$ cat src/pmv_pkg.sv
// Shared types and constants of the pose message validator.
package pmv_pkg;

  localparam int unsigned JointsDef     = 25;
  localparam int unsigned ValueCountDef = 200;

  localparam logic [31:0] MagicWord  = 32'h3152_4243;
  localparam int unsigned HeaderLen  = 40;
  localparam int unsigned JointBase  = 44;
  localparam int unsigned ShortLen   = 68;
  localparam logic [9:0]  CountMax   = 10'd1023;
  localparam logic [62:0] NormSat    = {63{1'b1}};
  localparam logic [62:0] NormLow    = 63'(64'd1 << 59);
  localparam logic [62:0] NormHigh   = 63'(64'd3 << 59);
  localparam logic [7:0]  ExpInf     = 8'hFF;

  localparam logic [2:0] StatusOk        = 3'd0;
  localparam logic [2:0] StatusTrunc     = 3'd1;
  localparam logic [2:0] StatusEnvelope  = 3'd2;
  localparam logic [2:0] StatusMask      = 3'd3;
  localparam logic [2:0] StatusUntracked = 3'd4;
  localparam logic [2:0] StatusBadXform  = 3'd5;

  // Header fields reported with a summary.
  typedef struct packed {
    logic [2:0]  pre_status;
    logic [7:0]  kind;
    logic        pvalid;
    logic [31:0] epoch;
    logic [31:0] space;
    logic [31:0] seq;
    logic [52:0] obs;
    logic [52:0] tgt;
    logic [24:0] mask;
  } sum_t;

  // One queue entry: an optional value with its joint checks, an optional summary.
  typedef struct packed {
    logic        val;
    logic [7:0]  idx;
    logic [31:0] bits;
    logic        sq;
    logic        jlast;
    logic        tracked;
    logic        chk;
    logic        stride8;
    logic        sum;
    sum_t        hdr;
  } entry_t;

  typedef struct packed {
    logic        is_sum;
    logic [7:0]  idx;
    logic [31:0] bits;
    logic [2:0]  status;
    logic [7:0]  kind;
    logic        pvalid;
    logic [31:0] epoch;
    logic [31:0] space;
    logic [31:0] seq;
    logic [52:0] obs;
    logic [52:0] tgt;
    logic [24:0] mask;
  } out_t;

endpackage

$ cat src/pmv_front.sv
// Byte parser: captures the header, assembles float values and builds queue entries.
module pmv_front import pmv_pkg::*; #(
  parameter int unsigned JOINTS      = JointsDef,
  parameter int unsigned VALUE_COUNT = ValueCountDef
) (
  input  logic        clk_i,
  input  logic        rst_ni,
  input  logic        accept_i,
  input  logic [7:0]  data_byte_i,
  input  logic        last_byte_i,
  input  logic [24:0] allowed_i,
  output logic        push_o,
  output entry_t      entry_o
);

  // The joint counter must reach 32, one past the last possible joint.
  localparam int unsigned JW = 6;
  localparam logic [10:0] ValBytes = 11'(4 * VALUE_COUNT);
  localparam logic [10:0] LongLen  = 11'(JointBase + 4 * VALUE_COUNT);
  localparam logic [JW-1:0] JointsLim = JW'(JOINTS);

  logic [9:0]       cnt_q, cnt_d;
  logic [43:0][7:0] hdr_q, hdr_d;
  logic [31:0]      vsh_q, vsh_d;
  logic [2:0]       elem_q, elem_d;
  logic [JW-1:0]    joint_q, joint_d;

  logic        one, act, in_val, done, jlast, bad_env, mask_err;
  logic [10:0] off, limit, rel, expected;
  logic [31:0] magic, epoch, space, seq, len_w, mask_w, mask_s;
  logic [63:0] obs, tgt;
  logic [15:0] flag;
  logic [7:0]  ver, kind;
  logic [2:0]  pre;

  assign one = (hdr_q[5] == 8'd1);
  assign act = (cnt_q < CountMax);
  assign off = one ? 11'(HeaderLen) : 11'(JointBase);
  assign limit = one ? 11'd28 : ValBytes;
  assign rel = {1'b0, cnt_q} - off;
  assign in_val = act && ({1'b0, cnt_q} >= off) && (rel < limit);
  assign done = in_val && (rel[1:0] == 2'd3);
  assign jlast = one ? (elem_q == 3'd6) : (elem_q == 3'd7);

  always_comb begin
    cnt_d = cnt_q;
    hdr_d = hdr_q;
    vsh_d = vsh_q;
    elem_d = elem_q;
    joint_d = joint_q;
    if (act) begin
      cnt_d = cnt_q + 10'd1;
      if (cnt_q < 10'd44 && !(cnt_q >= 10'd40 && one)) begin
        hdr_d[cnt_q[5:0]] = data_byte_i;
      end
      if (in_val) begin
        vsh_d = {data_byte_i, vsh_q[31:8]};
      end
      if (done) begin
        elem_d = jlast ? 3'd0 : elem_q + 3'd1;
        joint_d = jlast ? joint_q + JW'(1) : joint_q;
      end
    end
  end

  // Header as it stands after this byte, for the summary.
  assign magic  = {hdr_d[3], hdr_d[2], hdr_d[1], hdr_d[0]};
  assign ver    = hdr_d[4];
  assign kind   = hdr_d[5];
  assign flag   = {hdr_d[7], hdr_d[6]};
  assign epoch  = {hdr_d[11], hdr_d[10], hdr_d[9], hdr_d[8]};
  assign space  = {hdr_d[15], hdr_d[14], hdr_d[13], hdr_d[12]};
  assign seq    = {hdr_d[19], hdr_d[18], hdr_d[17], hdr_d[16]};
  assign len_w  = {hdr_d[23], hdr_d[22], hdr_d[21], hdr_d[20]};
  assign obs    = {hdr_d[31], hdr_d[30], hdr_d[29], hdr_d[28],
                   hdr_d[27], hdr_d[26], hdr_d[25], hdr_d[24]};
  assign tgt    = {hdr_d[39], hdr_d[38], hdr_d[37], hdr_d[36],
                   hdr_d[35], hdr_d[34], hdr_d[33], hdr_d[32]};
  assign mask_w = {hdr_d[43], hdr_d[42], hdr_d[41], hdr_d[40]};
  assign expected = (kind == 8'd1) ? 11'(ShortLen) : LongLen;
  assign mask_s = (kind == 8'd1) ? 32'd0 : mask_w;

  assign bad_env = (magic != MagicWord) || (ver != 8'd1) || (kind < 8'd1) ||
                   (kind > 8'd3) || (flag > 16'd1) || ({1'b0, cnt_d} != expected) ||
                   (len_w != 32'(expected - 11'(HeaderLen))) ||
                   (obs[63:53] != 11'd0) || (tgt[63:53] != 11'd0);
  assign mask_err = ((mask_s & ~{7'd0, allowed_i}) != 32'd0) ||
                    ((kind != 8'd1) && ((mask_s != 32'd0) != (flag != 16'd0)));

  always_comb begin
    priority if (cnt_d < 10'(HeaderLen)) begin
      pre = StatusTrunc;
    end else if (bad_env) begin
      pre = StatusEnvelope;
    end else if (mask_err) begin
      pre = StatusMask;
    end else begin
      pre = StatusOk;
    end
  end

  always_comb begin
    entry_o.val     = done;
    entry_o.idx     = rel[9:2];
    entry_o.bits    = vsh_d;
    entry_o.sq      = (elem_q >= 3'd3) && (elem_q <= 3'd6);
    entry_o.jlast   = jlast;
    entry_o.tracked = one ? ({hdr_q[7], hdr_q[6]} != 16'd0)
                          : hdr_q[40 + 32'(joint_q[4:3])][joint_q[2:0]];
    entry_o.chk     = one || (joint_q < JointsLim);
    entry_o.stride8 = !one;
    entry_o.sum     = last_byte_i;
    entry_o.hdr.pre_status = pre;
    entry_o.hdr.kind   = kind;
    entry_o.hdr.pvalid = (flag != 16'd0);
    entry_o.hdr.epoch  = epoch;
    entry_o.hdr.space  = space;
    entry_o.hdr.seq    = seq;
    entry_o.hdr.obs    = obs[52:0];
    entry_o.hdr.tgt    = tgt[52:0];
    entry_o.hdr.mask   = mask_s[24:0];
  end

  assign push_o = accept_i && (done || last_byte_i);

  always_ff @(posedge clk_i or negedge rst_ni) begin
    if (!rst_ni) begin
      cnt_q   <= '0;
      hdr_q   <= '0;
      vsh_q   <= '0;
      elem_q  <= '0;
      joint_q <= '0;
    end else if (accept_i) begin
      if (last_byte_i) begin
        cnt_q   <= '0;
        hdr_q   <= '0;
        vsh_q   <= '0;
        elem_q  <= '0;
        joint_q <= '0;
      end else begin
        cnt_q   <= cnt_d;
        hdr_q   <= hdr_d;
        vsh_q   <= vsh_d;
        elem_q  <= elem_d;
        joint_q <= joint_d;
      end
    end
  end

endmodule

$ cat src/pmv_fifo.sv
// Short queue of parsed entries between the parser and the checker.
module pmv_fifo import pmv_pkg::*; (
  input  logic   clk_i,
  input  logic   rst_ni,
  input  logic   push_i,
  input  entry_t data_i,
  input  logic   pop_i,
  output entry_t head_o,
  output logic   full_o,
  output logic   empty_o
);

  localparam int unsigned Depth = 4;

  entry_t     mem_q [Depth];
  logic [1:0] wr_q, rd_q;
  logic [2:0] cnt_q;

  assign full_o  = (cnt_q == 3'(Depth));
  assign empty_o = (cnt_q == 3'd0);
  assign head_o  = mem_q[rd_q];

  always_ff @(posedge clk_i) begin
    if (push_i) begin
      mem_q[wr_q] <= data_i;
    end
  end

  always_ff @(posedge clk_i or negedge rst_ni) begin
    if (!rst_ni) begin
      wr_q  <= '0;
      rd_q  <= '0;
      cnt_q <= '0;
    end else begin
      if (push_i) begin
        wr_q <= wr_q + 2'd1;
      end
      if (pop_i) begin
        rd_q <= rd_q + 2'd1;
      end
      cnt_q <= cnt_q + 3'(push_i) - 3'(pop_i);
    end
  end

`ifndef SYNTH
  a_no_overflow: assert property (@(posedge clk_i) disable iff (!rst_ni)
    full_o |-> !push_i) else $error("queue written while full");
  a_no_underflow: assert property (@(posedge clk_i) disable iff (!rst_ni)
    empty_o |-> !pop_i) else $error("queue read while empty");
  a_count_step: assert property (@(posedge clk_i) disable iff (!rst_ni)
    (push_i && !pop_i) |=> !empty_o) else $error("queue lost an entry");
`endif

endmodule

$ cat src/pmv_back.sv
// Joint checker: squares values, accumulates the norm and drives the result register.
module pmv_back import pmv_pkg::*; (
  input  logic   clk_i,
  input  logic   rst_ni,
  input  entry_t head_i,
  input  logic   empty_i,
  output logic   pop_o,
  input  logic   out_ready_i,
  output logic   out_valid_o,
  output out_t   out_o
);

  entry_t             ent_q;
  logic               v1_q;
  logic [47:0]        prod_q;
  logic signed [9:0]  sh_q;
  logic               inf_q;
  logic [62:0]        norm_q, norm_nx, norm_up, sqv;
  logic [1:0]         jfl_q, jfl_nx, jfl_up;
  logic [2:0]         fail_q, fail_nx, code;
  logic               out_valid_q, pend_q, out_free, adv;
  out_t               out_q, pend_rec_q, val_rec, sum_rec;

  logic [7:0]   e_raw, e_eff;
  logic [23:0]  man;
  logic [110:0] wide;
  logic [9:0]   shn;
  logic [63:0]  add;
  logic         negw;

  assign out_free = !out_valid_q || out_ready_i;
  assign adv = v1_q && out_free && !pend_q;
  assign pop_o = !empty_i && (!v1_q || adv);

  assign e_raw = head_i.bits[30:23];
  assign e_eff = (e_raw == 8'd0) ? 8'd1 : e_raw;
  assign man = {(e_raw != 8'd0), head_i.bits[22:0]};

  always_ff @(posedge clk_i or negedge rst_ni) begin
    if (!rst_ni) begin
      v1_q <= 1'b0;
    end else if (pop_o) begin
      v1_q <= 1'b1;
    end else if (adv) begin
      v1_q <= 1'b0;
    end
  end

  always_ff @(posedge clk_i) begin
    if (pop_o) begin
      ent_q  <= head_i;
      prod_q <= man * man;
      sh_q   <= $signed({2'b00, e_eff}) * 10'sd2 - 10'sd240;
      inf_q  <= (e_raw == ExpInf);
    end
  end

  // Square in 60 fraction bits, truncated, saturating.
  assign wide = {63'd0, prod_q} << sh_q[5:0];
  assign shn = 10'(-sh_q);
  always_comb begin
    if (inf_q) begin
      sqv = NormSat;
    end else if (sh_q >= 10'sd0) begin
      if (prod_q == 48'd0) begin
        sqv = '0;
      end else if (sh_q >= 10'sd63 || wide[110:63] != '0) begin
        sqv = NormSat;
      end else begin
        sqv = wide[62:0];
      end
    end else if (shn >= 10'd64) begin
      sqv = '0;
    end else begin
      sqv = 63'({15'd0, prod_q} >> shn[5:0]);
    end
  end

  assign add = {1'b0, norm_q} + {1'b0, sqv};
  assign norm_up = !ent_q.sq ? norm_q : (add[63] ? NormSat : add[62:0]);
  assign jfl_up = jfl_q | {(ent_q.bits[30:23] == ExpInf), (ent_q.bits[30:0] != 31'd0)};
  assign negw = ent_q.stride8 && ent_q.bits[31] && (ent_q.bits[30:0] != 31'd0);

  always_comb begin
    code = StatusOk;
    if (!ent_q.tracked) begin
      if (jfl_up[0]) begin
        code = StatusUntracked;
      end
    end else if (jfl_up[1] || norm_up < NormLow || norm_up > NormHigh || negw) begin
      code = StatusBadXform;
    end
  end

  always_comb begin
    norm_nx = norm_q;
    jfl_nx  = jfl_q;
    fail_nx = fail_q;
    if (ent_q.val && ent_q.chk) begin
      if (ent_q.jlast) begin
        norm_nx = '0;
        jfl_nx  = '0;
        if (fail_q == StatusOk) begin
          fail_nx = code;
        end
      end else begin
        norm_nx = norm_up;
        jfl_nx  = jfl_up;
      end
    end
  end

  always_comb begin
    val_rec = '0;
    val_rec.idx  = ent_q.idx;
    val_rec.bits = ent_q.bits;
    sum_rec = '0;
    sum_rec.is_sum = 1'b1;
    sum_rec.status = (ent_q.hdr.pre_status != StatusOk) ? ent_q.hdr.pre_status : fail_nx;
    sum_rec.kind   = ent_q.hdr.kind;
    sum_rec.pvalid = ent_q.hdr.pvalid;
    sum_rec.epoch  = ent_q.hdr.epoch;
    sum_rec.space  = ent_q.hdr.space;
    sum_rec.seq    = ent_q.hdr.seq;
    sum_rec.obs    = ent_q.hdr.obs;
    sum_rec.tgt    = ent_q.hdr.tgt;
    sum_rec.mask   = ent_q.hdr.mask;
  end

  always_ff @(posedge clk_i or negedge rst_ni) begin
    if (!rst_ni) begin
      norm_q      <= '0;
      jfl_q       <= '0;
      fail_q      <= StatusOk;
      out_valid_q <= 1'b0;
      pend_q      <= 1'b0;
    end else begin
      if (adv) begin
        if (ent_q.sum) begin
          norm_q <= '0;
          jfl_q  <= '0;
          fail_q <= StatusOk;
        end else begin
          norm_q <= norm_nx;
          jfl_q  <= jfl_nx;
          fail_q <= fail_nx;
        end
        pend_q <= ent_q.val && ent_q.sum;
      end else if (out_free) begin
        pend_q <= 1'b0;
      end
      if (out_free && (pend_q || adv)) begin
        out_valid_q <= 1'b1;
      end else if (out_ready_i) begin
        out_valid_q <= 1'b0;
      end
    end
  end

  always_ff @(posedge clk_i) begin
    if (out_free && pend_q) begin
      out_q <= pend_rec_q;
    end else if (adv) begin
      out_q <= ent_q.val ? val_rec : sum_rec;
    end
    if (adv) begin
      pend_rec_q <= sum_rec;
    end
  end

  assign out_valid_o = out_valid_q;
  assign out_o = out_q;

`ifndef SYNTH
  a_pend_behind_out: assert property (@(posedge clk_i) disable iff (!rst_ni)
    pend_q |-> out_valid_q) else $error("summary pending with no value shown");
  a_status_range: assert property (@(posedge clk_i) disable iff (!rst_ni)
    (out_valid_q && out_q.is_sum) |-> (out_q.status != 3'd6 && out_q.status != 3'd7))
    else $error("summary status out of range");
  a_value_clean: assert property (@(posedge clk_i) disable iff (!rst_ni)
    (out_valid_q && !out_q.is_sum) |-> (out_q.status == StatusOk && out_q.kind == 8'd0))
    else $error("value item carries summary fields");
`endif

endmodule

$ cat src/pose_message_validator.sv
// Top level of the pose message validator: config register, parser, queue and checker.
// The block takes one message byte per cycle with a last flag and keeps up with that
// rate as long as results are taken. A byte is parsed in the cycle it is accepted and,
// if it completes a float, enters the queue at that edge. From the queue the item
// moves into the squaring stage; from there it is added to the norm and loaded into
// the output register. A byte that both completes a value and is last yields two
// results, the value and then the summary, and holds the checker while the summary
// is pending. The four-entry queue absorbs that and short output stalls; a longer
// stall fills it and drops the input ready. Streamed values stay provisional until
// the summary that ends the message.
module pose_message_validator import pmv_pkg::*; #(
  parameter int unsigned JOINTS      = JointsDef,
  parameter int unsigned VALUE_COUNT = ValueCountDef
) (
  input  logic        clk_i,
  input  logic        rst_ni,
  input  logic        in_valid_i,
  output logic        in_ready_o,
  input  logic [7:0]  data_byte_i,
  input  logic        last_byte_i,
  output logic        out_valid_o,
  input  logic        out_ready_i,
  output logic        is_summary_o,
  output logic [7:0]  value_index_o,
  output logic [31:0] value_bits_o,
  output logic [2:0]  status_o,
  output logic [7:0]  pose_kind_o,
  output logic        pose_valid_o,
  output logic [31:0] epoch_o,
  output logic [31:0] space_epoch_o,
  output logic [31:0] sequence_res_o,
  output logic [52:0] observed_time_o,
  output logic [52:0] target_time_o,
  output logic [24:0] joint_mask_o,
  input  logic        psel,
  input  logic        penable,
  input  logic        pwrite,
  input  logic [1:0]  paddr,
  input  logic [31:0] pwdata,
  output logic [31:0] prdata,
  output logic        pready
);

  logic [24:0] allowed_q;
  logic        accept, push, pop, full, empty;
  entry_t      entry, head;
  out_t        rec;

  assign pready = 1'b1;
  assign prdata = (paddr == 2'd0) ? {7'd0, allowed_q} : 32'd0;

  always_ff @(posedge clk_i or negedge rst_ni) begin
    if (!rst_ni) begin
      allowed_q <= '1;
    end else if (psel && penable && pwrite) begin
      allowed_q <= pwdata[24:0];
    end
  end

  assign in_ready_o = !full;
  assign accept = in_valid_i && !full;

  pmv_front #(.JOINTS(JOINTS), .VALUE_COUNT(VALUE_COUNT)) u_front (
    .clk_i, .rst_ni,
    .accept_i(accept), .data_byte_i, .last_byte_i,
    .allowed_i(allowed_q),
    .push_o(push), .entry_o(entry)
  );

  pmv_fifo u_fifo (
    .clk_i, .rst_ni,
    .push_i(push), .data_i(entry), .pop_i(pop),
    .head_o(head), .full_o(full), .empty_o(empty)
  );

  pmv_back u_back (
    .clk_i, .rst_ni,
    .head_i(head), .empty_i(empty), .pop_o(pop),
    .out_ready_i, .out_valid_o, .out_o(rec)
  );

  assign is_summary_o    = rec.is_sum;
  assign value_index_o   = rec.idx;
  assign value_bits_o    = rec.bits;
  assign status_o        = rec.status;
  assign pose_kind_o     = rec.kind;
  assign pose_valid_o    = rec.pvalid;
  assign epoch_o         = rec.epoch;
  assign space_epoch_o   = rec.space;
  assign sequence_res_o  = rec.seq;
  assign observed_time_o = rec.obs;
  assign target_time_o   = rec.tgt;
  assign joint_mask_o    = rec.mask;

endmodule

$ cat config.mk
export PLATFORM = sky130hd
export DESIGN_NAME = pose_message_validator
export DESIGN_NICKNAME = d
export VERILOG_FILES = /design/src/pmv_pkg.sv /design/src/pmv_front.sv /design/src/pmv_fifo.sv /design/src/pmv_back.sv /design/src/pose_message_validator.sv
export SDC_FILE = /design/constraint.sdc
export NUM_CORES = 2
export LEC_CHECK = 0
export BUFFER_PORTS_ARGS = -buffer_cell sky130_fd_sc_hd__buf_2
export CORE_MARGIN = 1.5
export CORE_UTILIZATION = 35
export CTS_CLUSTER_SIZE = 12
export DETAILED_ROUTE_END_ITERATION = 8
export GPL_ROUTABILITY_DRIVEN = 0
export PLACE_DENSITY = 0.54
export SKIP_CTS_REPAIR_TIMING = 1
export SLEW_MARGIN = 5
export SYNTH_ARGS = -nofsm -noshare
export SYNTH_HDL_FRONTEND = slang
export SYNTH_SLANG_ARGS = --single-unit
export TNS_END_PERCENT = 100
$ cat constraint.sdc
create_clock -name clk_i -period 37.1 [get_ports clk_i]
set_input_delay 7.42 -clock clk_i [delete_from_list [all_inputs] [get_ports clk_i]]
set_output_delay 7.42 -clock clk_i [all_outputs]
set_load 0.02 [all_outputs]
==> results.sh <==
export IMPL_outcome="finished, final reports clean"
export IMPL_cts_sinks=2506
export IMPL_drt_vias_per_instance=5.43
export IMPL_wl_per_cell_microns=24.0
export IMPL_cp_arrival_ns=8.66
export IMPL_layout_commonest_cell="edfxtp_1"
export IMPL_hpwl_microns=218000
export IMPL_finalSetupViolations=0
export IMPL_path_max_fanout=24
export IMPL_worstPathRequired_ns=29.68
export IMPL_pin_count=365
export IMPL_first_pass_iters=8
export IMPL_gr_total_overflow=0
export IMPL_numCtsBuffers=286
export IMPL_grt_use_total_pct=18.9
export IMPL_relSlewSlack_pct=12.0
export IMPL_r2r_setup_slack_ns=25.67
export IMPL_synth_edf_count=2000
export IMPL_endpoint_kind="output pin"
export IMPL_min_from="u_back.ent_q[112]"
export IMPL_synth_top_family_by_area="multiplexers"
export IMPL_holdPathStages=0
export IMPL_syn2layout_area_growth_pct=12.8
export IMPL_synth_xor_area_share_pct=0.886
export IMPL_wl_microns=342000
export IMPL_finalCritPeriodShare_pct=43.3
export IMPL_tritoncts="yes"
export IMPL_layout_nets=10200
export IMPL_fill_cells=32700
export IMPL_grt_pass1_vias=80100
export IMPL_clk_pin_slew_ns=0.06
export IMPL_layout_drive_gt1_share_pct=16.6
export IMPL_insertion_delay_ns=0.90
export IMPL_hold_end="u_back.pend_rec_q[112]"
export IMPL_design_core_area_sq_um=350000
export IMPL_synthMuxAreaShare_pct=9.58
export IMPL_worst_pin_slew_ns=1.31
export IMPL_cts_root_buffer="clkbuf_16"
export IMPL_synthAdderAreaFrac_pct=9.48
export IMPL_cts_max_path_buffers=4
export IMPL_ys_types=103
export IMPL_rows=217
export IMPL_fp_dieH_microns=597
export IMPL_ys_flop_type="edfxtp_1"
export IMPL_synth_simple_area_share_pct=9.30
export IMPL_vias=77500
export IMPL_min_path_type="flop to flop"
export IMPL_maxCapViolCount=0
export IMPL_drtIter0Drc=6723
export IMPL_grt_pass1_wl_microns=513000
export IMPL_multi_input_area_sq_um=46600
export IMPL_die_w_microns=597
export IMPL_initial_core_util_pct=35.3
export IMPL_async_flop_share_pct=20.2
export IMPL_ys_seq_area_share_pct=58.9
export IMPL_fmax_mhz=62.2
export IMPL_r2r_end="u_back.out_o[238]"
export IMPL_grt_max_degree=193
export IMPL_synth_compound_area_share_pct=8.34
export IMPL_ant_nets=0
export IMPL_hold_viol_final=0
export IMPL_path_class="primary input to output pin"
export IMPL_rsz0062_at_grt="no"
export IMPL_fin_skew_ns=0.0665
export IMPL_syn_area_sq_um=124000
export IMPL_finalSetupTns_ns=0
export IMPL_htree_levels=5
export IMPL_ys_ff_latch=2506
export IMPL_synth_area_per_cell_sq_um=13.4
export IMPL_report_final_slew_viol_count=0
export IMPL_yosysWarnings=0
export IMPL_reg2reg_depth=30
export IMPL_drc=0
export IMPL_die_area_sq_um=357000
export IMPL_antenna_found_initial=26
export IMPL_r2r_start="u_back.sh_q[1]"
export IMPL_syn_inst=9191
export IMPL_start_kind="primary input"
export IMPL_final_util_pct=39.8
export IMPL_area_sequential_sq_um=72800
export IMPL_final_cell_mix="edfxtp_1 (2000), nand2_1 (1148), inv_1 (571)"
export IMPL_portBuffers=349
export IMPL_layout_min_cycle_time_ns=16.08
## cell type report
class / count / share of cell area [%]
antenna: 7 / 0.0126
clock buffer: 410 / 5.78
clock inverter: 110 / 0.761
inverter: 588 / 1.59
multi-input combinational: 5565 / 33.5
sequential: 2506 / 52.2
tap: 4599 / 4.13
timing repair buffer: 480 / 2.06
## critical path, cell delays in order
cell and delay, ns:
buf_2 0.10, nor2_1 0.73, and2_1 0.24, buf_2 0.16
## flip-flops by register name (all words and copies together), names as in the netlist, 25 cells and up
signal / count
allowed_q: 25
u_back.ent_q: 284
u_back.norm_q: 63
u_back.out_o: 280
u_back.pend_rec_q: 239
u_back.prod_q: 47
u_fifo.mem_q: 1140
u_front.hdr_q: 352
u_front.vsh_q: 32
## cell usage after synthesis (all sizes together) (56+ instances only)
library cell | count | area share (%)
edfxtp | 2000 | 49
mux2i | 141 | 1.1
dfrtp | 481 | 9.7
inv | 573 | 1.7
a22o | 246 | 1.7
buf | 106 | 0.41
a21o | 56 | 0.34
clkbuf | 432 | 1.3
nand4 | 56 | 0.28
a22oi | 147 | 0.89
nor4 | 59 | 0.31
nor3 | 97 | 0.40
mux2 | 316 | 2.9
xnor2 | 77 | 0.55
o21ai | 400 | 1.6
a21oi | 261 | 1.1
fa | 425 | 6.9
ha | 256 | 2.6
nor2 | 550 | 1.7
and3 | 68 | 0.34
nand3b | 243 | 1.5
nand2 | 1153 | 3.5
nand3 | 63 | 0.26
mux4 | 305 | 5.6
## per-stage QoR
stage	std cells	hold WS [ns]	cell area (sq um)	setup WS, ns
6_report	14300	0.441	139000	21.02
3_5_place_dp	13700	0.435	130000	21.02
4_1_cts	14300	0.433	139000	21.01
2_1_floorplan	9197	0.427	124000	9.58
3_3_place_gp	13700	0.429	130000	21.07
5_1_grt	14300	0.434	139000	20.81
## worst max path at each step
stage                start         endpoint  slack [ns]  cells after the start
4_1_cts           paddr[1]        prdata[9]       21.01                      4
3_5_place_dp      paddr[1]        prdata[9]       21.02                      4
5_1_grt           paddr[1]       prdata[15]       20.81                      4
3_3_place_gp      paddr[1]       prdata[15]       21.07                      4
2_1_floorplan  out_ready_i  u_fifo.cnt_q[2]        9.58                     10
6_report          paddr[1]        prdata[9]       21.02                      4
## routing by layer
metal	global-route usage, %	up-vias	routed length, microns
met4	5.52	4	10300
met2	31.5	2664	165000
met1	25.3	39900	144000
li1	-	34300	-
met3	3.23	605	22600
met5	0	-	34
## logic make-up (layout without fill, tap and decap cells)
logic type	Yosys count	in the layout
other cells	2	15
xor+xnor	125	125
buf+inv	1126	1588
fa+ha+maj	681	681
flops	2506	2506
mux	762	762
compound gates	1509	1509
simple gates	2480	2480
Power is not shown: default switching activity piles up to over one toggle a cycle in this logic, so the estimate is an artifact.
